**config.mk**
```make
export PLATFORM = sky130hd
export DESIGN_NAME = ahb_lite_bus_master
export DESIGN_NICKNAME = d
export VERILOG_FILES = /design/src/design/ahblm_pkg.sv /design/src/design/ahblm_core.sv /design/src/design/ahb_lite_bus_master.sv
export VERILOG_INCLUDE_DIRS = /design/src /design/src/design
export SDC_FILE = /design/constraint.sdc
export NUM_CORES = 1
export LEC_CHECK = 0
export BUFFER_PORTS_ARGS = -buffer_cell sky130_fd_sc_hd__buf_2
export CORE_ASPECT_RATIO = 1.1
export CORE_UTILIZATION = 50
export DETAILED_ROUTE_END_ITERATION = 6
export GPL_ROUTABILITY_DRIVEN = 1
export HOLD_SLACK_MARGIN = 0.1
export PLACE_DENSITY_LB_ADDON = 0.15
export SLEW_MARGIN = 20
export SYNTH_ARGS = -nofsm -noshare
export SYNTH_HDL_FRONTEND = slang
export SYNTH_SLANG_ARGS = --single-unit
```
**constraint.sdc**
```tcl
create_clock -name clk_i -period 8.18 [get_ports clk_i]
set_clock_uncertainty 0.05 [all_clocks]
set_input_delay 0.409 -clock clk_i [delete_from_list [all_inputs] [get_ports clk_i]]
set_output_delay 0.409 -clock clk_i [all_outputs]
set_load 0.01 [all_outputs]
```
**src/design/ahb_lite_bus_master_macros.svh**
```systemverilog
// ----------------------------------------------------------------------------
// AHB-Lite bus master assertion macros
// Concurrent assertion helpers for the bus master. They sample on clk_i and
// are disabled while rst_ni is low. They expand to nothing in synthesis.
// ----------------------------------------------------------------------------
`ifndef AHB_LITE_BUS_MASTER_MACROS_SVH
`define AHB_LITE_BUS_MASTER_MACROS_SVH

`ifndef SYNTHESIS
// Same-cycle implication.
`define AHBLM_ASSERT_IMPL(label, ante, cons, msg) \
  label: assert property (@(posedge clk_i) disable iff (!rst_ni) (ante) |-> (cons)) \
    else $error(msg);
// Next-cycle implication.
`define AHBLM_ASSERT_NEXT(label, ante, cons, msg) \
  label: assert property (@(posedge clk_i) disable iff (!rst_ni) (ante) |=> (cons)) \
    else $error(msg);
`else
`define AHBLM_ASSERT_IMPL(label, ante, cons, msg)
`define AHBLM_ASSERT_NEXT(label, ante, cons, msg)
`endif

`endif

```
**src/design/ahblm_pkg.sv**
```systemverilog
// ----------------------------------------------------------------------------
// AHB-Lite bus master package
// Bus codes, command codes, sizes and the word types shared by the modules.
// ----------------------------------------------------------------------------
package ahblm_pkg;

  localparam int unsigned MaxBeats = 256;
  localparam int unsigned BeatsW   = $clog2(MaxBeats + 1);
  localparam logic [31:0] AddrStep = 32'd4;

  localparam logic [1:0] TransIdle   = 2'd0;
  localparam logic [1:0] TransNonseq = 2'd2;
  localparam logic [1:0] TransSeq    = 2'd3;
  localparam logic       BurstSingle = 1'b0;
  localparam logic       BurstIncr   = 1'b1;

  typedef enum logic [2:0] {
    CMD_NONE      = 3'd0,
    CMD_RD_SINGLE = 3'd1,
    CMD_WR_SINGLE = 3'd2,
    CMD_RD_BURST  = 3'd3,
    CMD_WR_BURST  = 3'd4
  } cmd_e;

  typedef enum logic [2:0] {
    PH_IDLE  = 3'b001,
    PH_FIRST = 3'b010,
    PH_NEXT  = 3'b100
  } phase_e;

  // One bus clock worth of input.
  typedef struct packed {
    logic [2:0]  cmd;
    logic [31:0] start_address;
    logic [8:0]  beat_count;
    logic [31:0] write_word;
    logic        slave_ready;
    logic [31:0] slave_rdata;
  } in_t;

  // One bus clock worth of result.
  typedef struct packed {
    logic [31:0] bus_address;
    logic [1:0]  transfer_type;
    logic        is_write;
    logic        burst_kind;
    logic [31:0] bus_wdata;
    logic        read_valid;
    logic [31:0] read_word;
    logic        write_taken;
    logic        busy_res;
    logic        last_beat;
  } res_t;

endpackage

```
**src/design/ahblm_core.sv**
```systemverilog
// ----------------------------------------------------------------------------
// AHB-Lite bus master core
// Holds the address and data phase state and works out one bus clock.
// ----------------------------------------------------------------------------
module ahblm_core (
  input  logic             clk_i,
  input  logic             rst_ni,
  input  logic             step_i,
  input  ahblm_pkg::in_t   in_i,
  output ahblm_pkg::res_t  res_o
);

  ahblm_pkg::phase_e               phase_q, phase_d;
  logic [31:0]                     addr_q, addr_d;
  logic [ahblm_pkg::BeatsW-1:0]    beats_q, beats_d;
  logic                            wdir_q, wdir_d;
  logic                            incr_q, incr_d;
  logic [31:0]                     wdata_q, wdata_d;
  logic                            dpend_q, dpend_d;
  logic                            dwrite_q, dwrite_d;
  logic                            dlast_q, dlast_d;

  logic                            cmd_ok;
  logic                            is_burst;
  logic                            addr_active;
  logic [31:0]                     count32;
  logic [31:0]                     clamp32;
  ahblm_pkg::phase_e               ph_cur;
  logic [31:0]                     addr_cur;
  logic [ahblm_pkg::BeatsW-1:0]    beats_cur;
  logic                            wdir_cur;
  logic                            incr_cur;

  always_comb begin
    cmd_ok   = in_i.cmd inside {[ahblm_pkg::CMD_RD_SINGLE : ahblm_pkg::CMD_WR_BURST]};
    is_burst = (in_i.cmd == ahblm_pkg::CMD_RD_BURST) || (in_i.cmd == ahblm_pkg::CMD_WR_BURST);
    count32  = 32'(in_i.beat_count);
    clamp32  = count32;
    if (count32 == 32'd0) begin
      clamp32 = 32'd1;
    end else if (count32 > 32'(ahblm_pkg::MaxBeats)) begin
      clamp32 = 32'(ahblm_pkg::MaxBeats);
    end

    // A new command is only taken when no address phase is owed.
    ph_cur    = phase_q;
    addr_cur  = addr_q;
    beats_cur = beats_q;
    wdir_cur  = wdir_q;
    incr_cur  = incr_q;
    addr_active = 1'b0;
    if (phase_q != ahblm_pkg::PH_IDLE) begin
      addr_active = 1'b1;
    end else if (cmd_ok) begin
      addr_active = 1'b1;
      ph_cur      = ahblm_pkg::PH_FIRST;
      addr_cur    = in_i.start_address;
      wdir_cur    = (in_i.cmd == ahblm_pkg::CMD_WR_SINGLE) ||
                    (in_i.cmd == ahblm_pkg::CMD_WR_BURST);
      incr_cur    = is_burst ? ahblm_pkg::BurstIncr : ahblm_pkg::BurstSingle;
      beats_cur   = is_burst ? clamp32[ahblm_pkg::BeatsW-1:0]
                             : ahblm_pkg::BeatsW'(1);
    end

    res_o = '0;
    res_o.busy_res = (phase_q != ahblm_pkg::PH_IDLE);
    if (addr_active) begin
      res_o.bus_address   = addr_cur;
      res_o.transfer_type = (ph_cur == ahblm_pkg::PH_FIRST) ? ahblm_pkg::TransNonseq
                                                             : ahblm_pkg::TransSeq;
      res_o.is_write      = wdir_cur;
      res_o.burst_kind    = incr_cur;
    end

    phase_d  = ph_cur;
    addr_d   = addr_cur;
    beats_d  = beats_cur;
    wdir_d   = wdir_cur;
    incr_d   = incr_cur;
    wdata_d  = wdata_q;
    dpend_d  = dpend_q;
    dwrite_d = dwrite_q;
    dlast_d  = dlast_q;

    // The pending data phase completes when the slave is ready.
    if (dpend_q) begin
      if (dwrite_q) begin
        res_o.bus_wdata = wdata_q;
      end
      if (in_i.slave_ready) begin
        if (!dwrite_q) begin
          res_o.read_valid = 1'b1;
          res_o.read_word  = in_i.slave_rdata;
        end
        res_o.last_beat = dlast_q;
        dpend_d = 1'b0;
      end
    end

    // An accepted address phase becomes the next data phase.
    if (addr_active && in_i.slave_ready) begin
      dpend_d  = 1'b1;
      dwrite_d = wdir_cur;
      dlast_d  = (beats_cur <= ahblm_pkg::BeatsW'(1));
      if (wdir_cur) begin
        wdata_d           = in_i.write_word;
        res_o.write_taken = 1'b1;
      end
      if (beats_cur != '0) begin
        beats_d = beats_cur - ahblm_pkg::BeatsW'(1);
      end
      addr_d  = addr_cur + ahblm_pkg::AddrStep;
      phase_d = (beats_d == '0) ? ahblm_pkg::PH_IDLE : ahblm_pkg::PH_NEXT;
    end
  end

  always_ff @(posedge clk_i or negedge rst_ni) begin
    if (!rst_ni) begin
      phase_q  <= ahblm_pkg::PH_IDLE;
      addr_q   <= '0;
      beats_q  <= '0;
      wdir_q   <= 1'b0;
      incr_q   <= 1'b0;
      wdata_q  <= '0;
      dpend_q  <= 1'b0;
      dwrite_q <= 1'b0;
      dlast_q  <= 1'b0;
    end else if (step_i) begin
      phase_q  <= phase_d;
      addr_q   <= addr_d;
      beats_q  <= beats_d;
      wdir_q   <= wdir_d;
      incr_q   <= incr_d;
      wdata_q  <= wdata_d;
      dpend_q  <= dpend_d;
      dwrite_q <= dwrite_d;
      dlast_q  <= dlast_d;
    end
  end

endmodule

```
**src/design/ahb_lite_bus_master.sv**
```systemverilog
// ----------------------------------------------------------------------------
// AHB-Lite bus master
// Stream-wrapped AHB-Lite master: one input word per bus clock, one result
// word back with the HADDR/HTRANS/HWRITE/HBURST/HWDATA drive and read data.
// ----------------------------------------------------------------------------
// Usage:
// Each slave-side word is one bus clock. It carries an optional command
// (single or incrementing burst, read or write, with start address and beat
// count), the write data for a beat entering its data phase, and the slave's
// HREADY and HRDATA. For every accepted word exactly one master-side word is
// produced, holding the bus drive for that clock, completed read data, the
// write-data-consumed flag and the busy flag; tlast marks the final beat of
// a transfer completing.
// The result of an accepted word is registered and valid in the cycle
// after it is accepted. Throughput is one word per cycle while results are
// taken, set by the single phase-state register every bus clock updates.
// Reset puts the master in the idle phase with no data phase pending and
// empties the result register.
// When the receiver stalls, the result is held in the output register and
// the slave side stops accepting until it is taken; a word can be accepted
// in the same cycle in which the held result leaves.
// ----------------------------------------------------------------------------
`include "ahb_lite_bus_master_macros.svh"

module ahb_lite_bus_master (
  input  logic         clk_i,
  input  logic         rst_ni,
  input  logic         s_axis_tvalid_i,
  output logic         s_axis_tready_o,
  // tdata, lowest bit up: cmd[2:0], start_address[34:3], beat_count[43:35],
  // write_word[75:44], slave_ready[76], slave_rdata[108:77], zero[111:109].
  input  logic [111:0] s_axis_tdata_i,
  output logic         m_axis_tvalid_o,
  input  logic         m_axis_tready_i,
  // tdata, lowest bit up: bus_address[31:0], transfer_type[33:32],
  // is_write[34], burst_kind[35], bus_wdata[67:36], read_valid[68],
  // read_word[100:69], write_taken[101], busy_res[102], zero[103].
  output logic [103:0] m_axis_tdata_o,
  // last_beat.
  output logic         m_axis_tlast_o
);

  ahblm_pkg::in_t  in_word;
  ahblm_pkg::res_t res_comb;
  ahblm_pkg::res_t res_q;
  logic            out_valid_q;
  logic            in_accept;

  // Unpack the slave-side word.
  assign in_word.cmd           = s_axis_tdata_i[2:0];
  assign in_word.start_address = s_axis_tdata_i[34:3];
  assign in_word.beat_count    = s_axis_tdata_i[43:35];
  assign in_word.write_word    = s_axis_tdata_i[75:44];
  assign in_word.slave_ready   = s_axis_tdata_i[76];
  assign in_word.slave_rdata   = s_axis_tdata_i[108:77];

  // The output register accepts a new result when empty or being drained.
  assign s_axis_tready_o = !out_valid_q || m_axis_tready_i;
  assign in_accept       = s_axis_tvalid_i && s_axis_tready_o;

  ahblm_core u_core (
    .clk_i  (clk_i),
    .rst_ni (rst_ni),
    .step_i (in_accept),
    .in_i   (in_word),
    .res_o  (res_comb)
  );

  always_ff @(posedge clk_i or negedge rst_ni) begin
    if (!rst_ni) begin
      out_valid_q <= 1'b0;
    end else if (in_accept) begin
      out_valid_q <= 1'b1;
    end else if (m_axis_tready_i) begin
      out_valid_q <= 1'b0;
    end
  end

  always_ff @(posedge clk_i) begin
    if (in_accept) begin
      res_q <= res_comb;
    end
  end

  // Pack the master-side word.
  assign m_axis_tvalid_o = out_valid_q;
  assign m_axis_tlast_o  = res_q.last_beat;
  assign m_axis_tdata_o  = {1'b0, res_q.busy_res, res_q.write_taken, res_q.read_word,
                            res_q.read_valid, res_q.bus_wdata, res_q.burst_kind,
                            res_q.is_write, res_q.transfer_type, res_q.bus_address};

  // A held result must never be overwritten by a new word.
  `AHBLM_ASSERT_IMPL(a_no_overwrite, m_axis_tvalid_o && !m_axis_tready_i, !s_axis_tready_o, "result overwritten while stalled")
  // Every accepted word yields a result on the next cycle.
  `AHBLM_ASSERT_NEXT(a_result_follows, in_accept, m_axis_tvalid_o, "accepted word produced no result")
  // Busy means an address phase is being driven.
  `AHBLM_ASSERT_IMPL(a_busy_drives, m_axis_tvalid_o && res_q.busy_res, res_q.transfer_type != ahblm_pkg::TransIdle, "busy without an address phase")
  // Write data is only consumed by a write address phase. A pipelined read
  // data phase may complete in the same cycle.
  `AHBLM_ASSERT_IMPL(a_taken_is_write, m_axis_tvalid_o && res_q.write_taken, res_q.is_write, "write data taken outside a write")

endmodule
```
==> results.cfg, run 1 <==
[synth]
netlist_top_cells_count = 105 x nand2_1, 104 x edfxtp_1, 81 x dfrtp_1
mappedNetlistNets = 950
netlist_area_um2 = 9280
ys_types = 91
muxShareOfSynthArea_pct = 6.42
synth-seq-area-share_pct = 55.8
avgSynthCellArea_um2 = 11.2
synth-edff-count = 104
synth_top_family_by_area = simple AND/OR/NAND/NOR gates
synth_compound_area_share_pct = 15.2
synth_seq_cells = 186
yosys.area_share.simple_pct = 17.6
yosysWarningCount = 0
syn_inst = 830
synthAdderAreaFrac_pct = 0.539
yosys.area.top_type_share_pct = 33.6
async_reset_ff_share_pct = 44.1
synth-main-ff-cell = edfxtp_1
synthTopCellsByArea = edfxtp_1 34%, dfrtp_1 22%, mux2_2 4.4%, nand2_1 4.2%, and2_1 2.4%
synth_most_common_cell = nand2_1
yosysTopAreaCell = edfxtp_1
synth-xor-area-share_pct = 1.32

[setup_path]
path_delay_family = simple AND/OR/NAND/NOR gates
path_cells = nor3b_4, buf_4, inv_2, nor3_4, mux2_2, nand4bb_1, nor4b_1, mux2_2, a21oi_1
rrSetupSlack_ns = 3.79
crit_path_end = u_core.addr_q[29]$_DFFE_PN0P_
rr_worst_depth = 9
cp.arrival_ns = 4.70
cpPeakStageDelay_ns = 0.77
critPathMaxFanout = 38
cp-start-kind = register
crit_cells = 9
timing.rr.end = u_core.addr_q[29]$_DFFE_PN0P_
crit_required_ns = 8.49
end_kind = register
path_common_cell = mux2_2
r2r_start = u_core.phase_q[0]$_DFFE_PN1P_
startpoint = u_core.phase_q[0]$_DFFE_PN1P_
path_class = reg -> reg
crit_buf_inv = 2
worst_path_max_delay_cell = nor3_4

[final_layout]
final_nets = 1150
syn_to_final_growth_pct = 20.4
utilization_pct = 62.3
drive_gt1_share_pct = 31.8
final-instance-count-excl-fill = 1283

[clock_tree]
cts_root_buf = clkbuf_16
cts-htree-levels = 4
cts.sinks = 186
cts_tree = yes
clk_pin_slew_worst_paths_ns = 0.08
cts_buffers = 17
worstSkewPairLatency_ns = 0.43
clockBufferDepth = 2

[timing]
worst_slew_pin_slew_ns = 0.923
post-route-period-util_pct = 53.7
fin_ws_ns = 3.79
setup-tns-final_ns = 0
rsz0062_at_grt = false
fmax_mhz = 228
hold_viol = 0
period_needed_ns = 4.39
drv_slew = 0
relSlewSlack_pct = 38.5
setup_violations = 0

[global_routing]
grt_usage_pct = 25.3
grt_pass1_vias = 6982
antenna_found_initial = 2
grt_max_degree = 69
grt-ovfl-total = 0
grt_pass1_wl_mm = 37.4

[power]
leakage_nw = 4.83
p_per_area_nw_per_um2 = 243
pwr-share-seq_pct = 47.0
comb_power_share_pct = 22.2
netSwitchingFraction_pct = 30.6
pwr-share-clk_pct = 30.7
power.internal_mw = 1.88
vdd.ir_drop.worst_uv = 150
p_switching_mw = 0.830

[drt]
wirelength_mm = 23.8
dr.pass1.iters = 5
drtIter0Drc = 458
wl_per_cell_um = 18.6
post-route-drc-count = 0
ant_nets = 0
via_per_inst = 5.79
num_vias = 7430

[placed_design]
dp_hpwl_mm = 16.3
pre_cts_slack_ns = 3.86
dp_cells = 1248
place.gp.congestion = 0.897
portBuffers = 218

[floorplanning]
io_pins = 223
core-area_um2 = 17900
dieArea_um2 = 19100
rows = 51
die_h_um = 145
die_x_um = 132
initial_core_util_pct = 51.8

[worst_hold_path]
hold_path.class = in -> reg

[status]
status = complete, no violations

[job]
maxCapViolations = 0
flip-flops by register name, summed over array words and instances (netlist names), named ones only:
signal / flops
m_axis_tdata_o: 103
m_axis_tlast_o: 1
m_axis_tvalid_o: 1
u_core.addr_q: 32
u_core.beats_q: 9
u_core.dlast_q: 1
u_core.dwrite_q: 1
u_core.incr_q: 1
u_core.phase_q: 3
u_core.wdata_q: 32
u_core.wdir_q: 1
how the worst min path moves through the flow:
stage                             from                             end  cells past startpoint
CTS                  s_axis_tdata_i[4]    u_core.addr_q[1]$_DFFE_PN0P_                      3
global route        s_axis_tdata_i[69]  u_core.wdata_q[25]$_DFFE_PN0P_                      2
floorplan                       rst_ni                       async pin                      0
finish               s_axis_tdata_i[4]    u_core.addr_q[1]$_DFFE_PN0P_                      3
global placement                rst_ni   u_core.addr_q[29]$_DFFE_PN0P_                      1
detailed placement              rst_ni   u_core.addr_q[29]$_DFFE_PN0P_                      1
tightest hold or removal path: stages:
cell	delay [ns]
buf_2	0.09
nand2_1	0.04
nand2_1	0.05
layer usage:
| layer | GRT usage, % | share of wire (%) | vias up |
|---|---|---|---|
| met5 | 0 | 0 | - |
| met4 | 7.89 | 1.5 | 0 |
| met3 | 4.77 | 5.8 | 31 |
| met2 | 42.8 | 49 | 284 |
| met1 | 33.2 | 44 | 3613 |
| li1 | - | - | 3502 |
cell families (layout without fill, tap and decap cells):
logic type,count (synthesis),in the layout
compound gates,192,192
other cells,1,3
mux,55,55
simple gates,311,311
xor+xnor,14,14
fa+ha+maj,4,4
buf+inv,67,280
flops,186,186
metrics by stage:
step | cell area (um^2) | hold slack [ns] | power [mW]
floorplan | 9280 | 0.0634 | 1.70
global placement | 10500 | 0.367 | 1.87
detailed placement | 10500 | 0.374 | 1.89
CTS | 11200 | 0.130 | 2.72
global route | 11200 | 0.143 | 2.84
finish | 11200 | 0.148 | 2.71
cells in the final DEF, fill, tap and decap left out, types with 27 or more instances in the layout:
cell        n
mux2_2     36
edfxtp_1  104
and3_1     34
nand2_1   104
and2_1     35
o21ai_0    37
dfrtp_1    81
buf_2     217
nor2_1     51
a21oi_1    27
power by group through the flow:
stage / Combinational (mW) / Sequential [mW] / Clock [mW]
2_1_floorplan: 0.416 / 1.28 / 0
3_3_place_gp: 0.589 / 1.28 / 0
3_5_place_dp: 0.600 / 1.29 / 0
4_1_cts: 0.606 / 1.27 / 0.845
5_1_grt: 0.667 / 1.29 / 0.883
6_report: 0.603 / 1.27 / 0.833
what timing repair did:
item,CTS,global route
hold endpoints to repair,34,0
hold buffers,1,0
setup buffers,0,0
resized for setup,0,0
area by class of cell:
class                      count  area [um^2]
antenna                        2         5.00
clock buffer                  18          429
clock inverter                14          179
fill                        1511         6760
inverter                      18         70.1
multi-input combinational    577         3830
sequential                   186         5180
tap                          238          298
timing repair buffer         230         1190
Power figures use the tool's default switching activity.
==> run 2, diff against run 1 <==
==> constraint.sdc (replaced) <==
create_clock -name clk_i -period 4.1 [get_ports clk_i]
set_clock_uncertainty 0.05 [all_clocks]
set_input_delay 0.205 -clock clk_i [delete_from_list [all_inputs] [get_ports clk_i]]
set_output_delay 0.205 -clock clk_i [all_outputs]
set_load 0.01 [all_outputs]
==> results.cfg, run 2 (synthesis results as in run 1) <==
[final_layout]
diodes = 0
register_area_um2 = 5180
final.fill_count = 1376
final_common_cell = buf_2
syn_to_final_growth_pct = 29.9
final_nets = 1242
final-instance-count-excl-fill = 1373
drive_gt1_share_pct = 30.0
final_cell_area_um2 = 12100
largest_register_ffs = 103
multiInputGateArea_um2 = 3830
utilization_pct = 67.3
layout_common_cells = 217 x buf_2, 104 x nand2_1, 104 x edfxtp_1, 85 x dlygate4sd3_1, 81 x dfrtp_1

[power]
pwr-share-clk_pct = 30.2
p_switching_mw = 1.66
p_per_area_nw_per_um2 = 454
comb_power_share_pct = 23.4
fin_total_pwr_mw = 5.47
power.internal_mw = 3.81
leakage_nw = 5.22
vdd.ir_drop.worst_uv = 327
pwr-share-seq_pct = 46.4
netSwitchingFraction_pct = 30.4

[timing]
setup-tns-final_ns = 0
fin_ws_ns = 0.625
fmax_mhz = 288
worst_slew_pin_slew_ns = 0.964
relSlewSlack_pct = 35.7
period_needed_ns = 3.48
hold_viol = 0
setup_violations = 0
drv_slew = 0
hold_ws_ns = 0.120
post-route-period-util_pct = 84.8
rsz0062_at_grt = false

[drt]
drtIter0Drc = 460
wl_per_cell_um = 18.4
via_per_inst = 5.73
post-route-drc-count = 0
num_vias = 7864
ant_nets = 0
wirelength_mm = 25.3
dr.pass1.iters = 5

[floorplanning]
rows = 51
dieArea_um2 = 19100
die_x_um = 132
core-area_um2 = 17900
initial_core_util_pct = 51.8
die_h_um = 145
io_pins = 223

[clock_tree]
cts_root_buf = clkbuf_16
cts_tree = yes
clk_pin_slew_worst_paths_ns = 0.07
cts.sinks = 186
cts_buffers = 17
worstSkewPairLatency_ns = 0.43
holdBufCountCts = 85
post_cts_buffers = 0
clockBufferDepth = 2
cts-htree-levels = 4
ctsResizeCount = 0

[setup_path]
worst_path_max_delay_cell = or4_1
timing.rr.end = u_core.addr_q[26]$_DFFE_PN0P_
cp.arrival_ns = 3.75
crit_buf_inv = 2
rr_worst_depth = 12
critPathMaxFanout = 14
rrSetupSlack_ns = 0.62
cp-start-kind = register
path_cells = nor3b_4, buf_4, nand3_2, mux2i_1, inv_1, ha_1, nand2_1, a21o_1, or4_1, nor2b_1, o211ai_1, o311a_1
crit_required_ns = 4.37
path_class = reg -> reg
end_kind = register
r2r_start = u_core.phase_q[0]$_DFFE_PN1P_
path_delay_family = simple AND/OR/NAND/NOR gates
cpPeakStageDelay_ns = 0.75

[worst_hold_path]
hold_path.class = in -> reg
hold_depth = 3
hp-start = s_axis_tdata_i[13]
min_to = m_axis_tdata_o[10]$_SDFFCE_PP0P_

[placed_design]
place.gp.congestion = 0.920
dp_cells = 1256
portBuffers = 218
dpl_cell_area_um2 = 10600
dp_hpwl_mm = 16.6
pre_cts_slack_ns = 0.563

[global_routing]
grt_pass1_wl_mm = 39.0
grt-ovfl-total = 0
grt_max_degree = 60
antenna_found_initial = 1
grt_pass1_vias = 7406
grt_usage_pct = 26.4

[job]
maxCapViolations = 0

[status]
status = complete, no violations
run 2: worst max-delay path by stage:
stage | slack, ns | end | cells past startpoint | from
after floorplan | 0.45 | u_core.addr_q[24]$_DFFE_PN0P_ | 16 | u_core.phase_q[0]$_DFFE_PN1P_
after global placement | 0.55 | u_core.phase_q[2]$_DFFE_PN0P_ | 11 | s_axis_tdata_i[36]
final | 0.62 | u_core.addr_q[26]$_DFFE_PN0P_ | 12 | u_core.phase_q[0]$_DFFE_PN1P_
after detailed placement | 0.56 | u_core.beats_q[1]$_DFFE_PN0P_ | 10 | s_axis_tdata_i[36]
after global routing | 0.47 | u_core.addr_q[24]$_DFFE_PN0P_ | 12 | u_core.phase_q[0]$_DFFE_PN1P_
after CTS | 0.68 | u_core.addr_q[26]$_DFFE_PN0P_ | 12 | u_core.phase_q[0]$_DFFE_PN1P_
run 2: final cells by class:
class | count | area share, %
Timing Repair Buffer | 322 | 17.3
Sequential cell | 186 | 42.9
Clock buffer | 19 | 3.67
Inverter | 18 | 0.581
Tap cell | 238 | 2.47
Multi-Input combinational cell | 577 | 31.8
Clock inverter | 13 | 1.29
run 2: power groups by stage:
| stage | Sequential (mW) | Combinational, mW | Clock (mW) |
|---|---|---|---|
| finish | 2.54 | 1.28 | 1.65 |
| global route | 2.58 | 1.41 | 1.74 |
| CTS | 2.53 | 1.28 | 1.67 |
| detailed placement | 2.57 | 1.21 | 0 |
| global placement | 2.55 | 1.19 | 0 |
| floorplan | 2.55 | 0.830 | 0 |
run 2: worst reg2reg max path: cells and delay by family (launching register included):
kind                       cells  cell delay (ns)
AOI/OAI and AO/OA              3             0.54
adders and majority gates      1             0.16
buffers and inverters          2             0.37
DFF                            1             0.57
muxes                          1             0.22
and+or+nand+nor                5             1.48
run 2: layer usage:
| layer | part of all wire [%] | wire [um] | track usage [%] |
|---|---|---|---|
| met4 | 2.1 | 531 | 8.69 |
| met5 | 0.047 | 12 | 0 |
| met3 | 6.4 | 1620 | 5.43 |
| met1 | 43 | 10900 | 34.0 |
| met2 | 48 | 12200 | 44.8 |
==> run 3, diff against run 2 <==
==> constraint.sdc (replaced) <==
create_clock -name clk_i -period 3.25 [get_ports clk_i]
set_clock_uncertainty 0.05 [all_clocks]
set_input_delay 0.1625 -clock clk_i [delete_from_list [all_inputs] [get_ports clk_i]]
set_output_delay 0.1625 -clock clk_i [all_outputs]
set_load 0.01 [all_outputs]
==> results.cfg, run 3 (synthesis results as in run 1) <==
[floorplanning]
initial_core_util_pct = 51.8
die_h_um = 145
dieArea_um2 = 19100
rows = 51
die_x_um = 132
core-area_um2 = 17900
io_pins = 223

[drt]
num_vias = 7862
dr.pass1.iters = 5
drtIter0Drc = 565
wl_per_cell_um = 18.5
via_per_inst = 5.58
ant_nets = 0
wirelength_mm = 26.0
post-route-drc-count = 0

[status]
status = complete, no violations

[placed_design]
dp_hpwl_mm = 16.9
place.gp.congestion = 0.883
portBuffers = 218

[final_layout]
layout_common_cells = 217 x buf_2, 104 x nand2_1, 104 x edfxtp_1, 93 x dlygate4sd3_1, 81 x dfrtp_1
drive_gt1_share_pct = 32.6
syn_to_final_growth_pct = 34.1
final.fill_count = 1344
final_common_cell = buf_2
utilization_pct = 69.4
largest_register_ffs = 103
final_nets = 1277

[worst_hold_path]
hold_path.class = in -> reg
min_to = u_core.addr_q[22]$_DFFE_PN0P_
hp-start = s_axis_tdata_i[25]
hold_depth = 3

[setup_path]
path_class = reg -> reg
cp-start-kind = register
critPathMaxFanout = 4
rr_worst_depth = 12
crit_required_ns = 3.57
cp.arrival_ns = 3.46
rrSetupSlack_ns = 0.11
r2r_start = u_core.phase_q[0]$_DFFE_PN1P_
end_kind = register
timing.rr.end = u_core.phase_q[0]$_DFFE_PN1P_

[clock_tree]
cts_tree = yes
cts_root_buf = clkbuf_16
cts-htree-levels = 4
cts_buffers = 17
worstSkewPairLatency_ns = 0.43
clk_pin_slew_worst_paths_ns = 0.07
clockBufferDepth = 2
cts.sinks = 186

[power]
p_per_area_nw_per_um2 = 568
vdd.ir_drop.worst_uv = 353
leakage_nw = 5.39
fin_total_pwr_mw = 7.07

[timing]
rsz0062_at_grt = true
worst_slew_pin_slew_ns = 0.908
fmax_mhz = 319
period_needed_ns = 3.14
hold_viol = 0
relSlewSlack_pct = 39.5
setup_violations = 0
drv_slew = 0
post-route-period-util_pct = 96.5
setup-tns-final_ns = 0
hold_ws_ns = 0.149

[global_routing]
grt_max_degree = 96
grt-ovfl-total = 0
grt_pass1_wl_mm = 39.9
grt_usage_pct = 27.3
antenna_found_initial = 2
grt_pass1_vias = 7381

[job]
maxCapViolations = 0
-- run 3: power breakdown --
| part | switching [mW] | leakage (nW) | internal [mW] | total [mW] |
|---|---|---|---|---|
| Clock | 0.993 | 0.284 | 1.03 | 2.02 |
| Sequential | 0.276 | 2.04 | 2.93 | 3.21 |
| Combinational | 0.944 | 3.07 | 0.901 | 1.85 |
| Total | 2.21 | 5.39 | 4.86 | 7.07 |
-- run 3: cell type report --
class	count	area [um^2]	share of cell area, %
Clock inverter	15	150	1.21
Clock buffer	17	425	3.42
Sequential cell	186	5180	41.6
Tap cell	238	298	2.39
Multi-Input combinational cell	577	3930	31.5
Antenna cell	2	5.00	0.0402
Timing Repair Buffer	357	2400	19.3
Inverter	18	70.1	0.563
-- run 3: repair_timing --
| item | 4_1_cts | 5_1_grt |
|---|---|---|
| endpoints found under the setup margin | 0 | 8 |
| hold buffers | 93 | 0 |
| resized for setup | 0 | 17 |
| setup buffers | 0 | 7 |
| endpoints found under the hold margin | 145 | 0 |
-- run 3: per-stage QoR --
stage / worst slack [ns] / area (um^2) / cells
floorplan: 0.00273 / 9340 / 830
global placement: 0.0277 / 10800 / 1276
detailed placement: -0.0237 / 10800 / 1276
CTS: 0.0538 / 12300 / 1401
global route: -0.0406 / 12400 / 1410
finish: 0.114 / 12400 / 1410
-- run 3: critical path, stage by stage, from the launching register on --
cell and delay (ns):
dfstp_2 0.53, nor3b_4 0.27, inv_2 0.10, o31a_1 0.32, a41oi_2 0.27, ha_2 0.26, inv_2 0.05, a2111oi_4 0.38
buf_4 0.19, a211oi_4 0.06, xnor2_2 0.16, nor4_4 0.25, a31o_1 0.17
-- run 3: per-layer routing --
metal | wire length, um | vias up | global-route usage [%]
met5 | 0 | - | 0
li1 | - | 3764 | -
met3 | 1630 | 36 | 5.36
met1 | 10900 | 3770 | 34.2
met4 | 446 | 0 | 8.69
met2 | 13000 | 292 | 47.9
-- run 3: worst max-delay path by stage --
stage | start | endpoint | slack [ns] | depth (start not counted)
6_report | u_core.phase_q[0]$_DFFE_PN1P_ | u_core.phase_q[0]$_DFFE_PN1P_ | 0.11 | 12
5_1_grt | u_core.phase_q[0]$_DFFE_PN1P_ | u_core.phase_q[0]$_DFFE_PN1P_ | -0.04 | 12
4_1_cts | u_core.phase_q[0]$_DFFE_PN1P_ | u_core.phase_q[2]$_DFFE_PN0P_ | 0.05 | 12
3_5_place_dp | s_axis_tdata_i[36] | u_core.phase_q[2]$_DFFE_PN0P_ | -0.02 | 11
3_3_place_gp | s_axis_tdata_i[36] | u_core.phase_q[2]$_DFFE_PN0P_ | 0.03 | 11
2_1_floorplan | u_core.phase_q[0]$_DFFE_PN1P_ | u_core.addr_q[24]$_DFFE_PN0P_ | 0.003 | 16
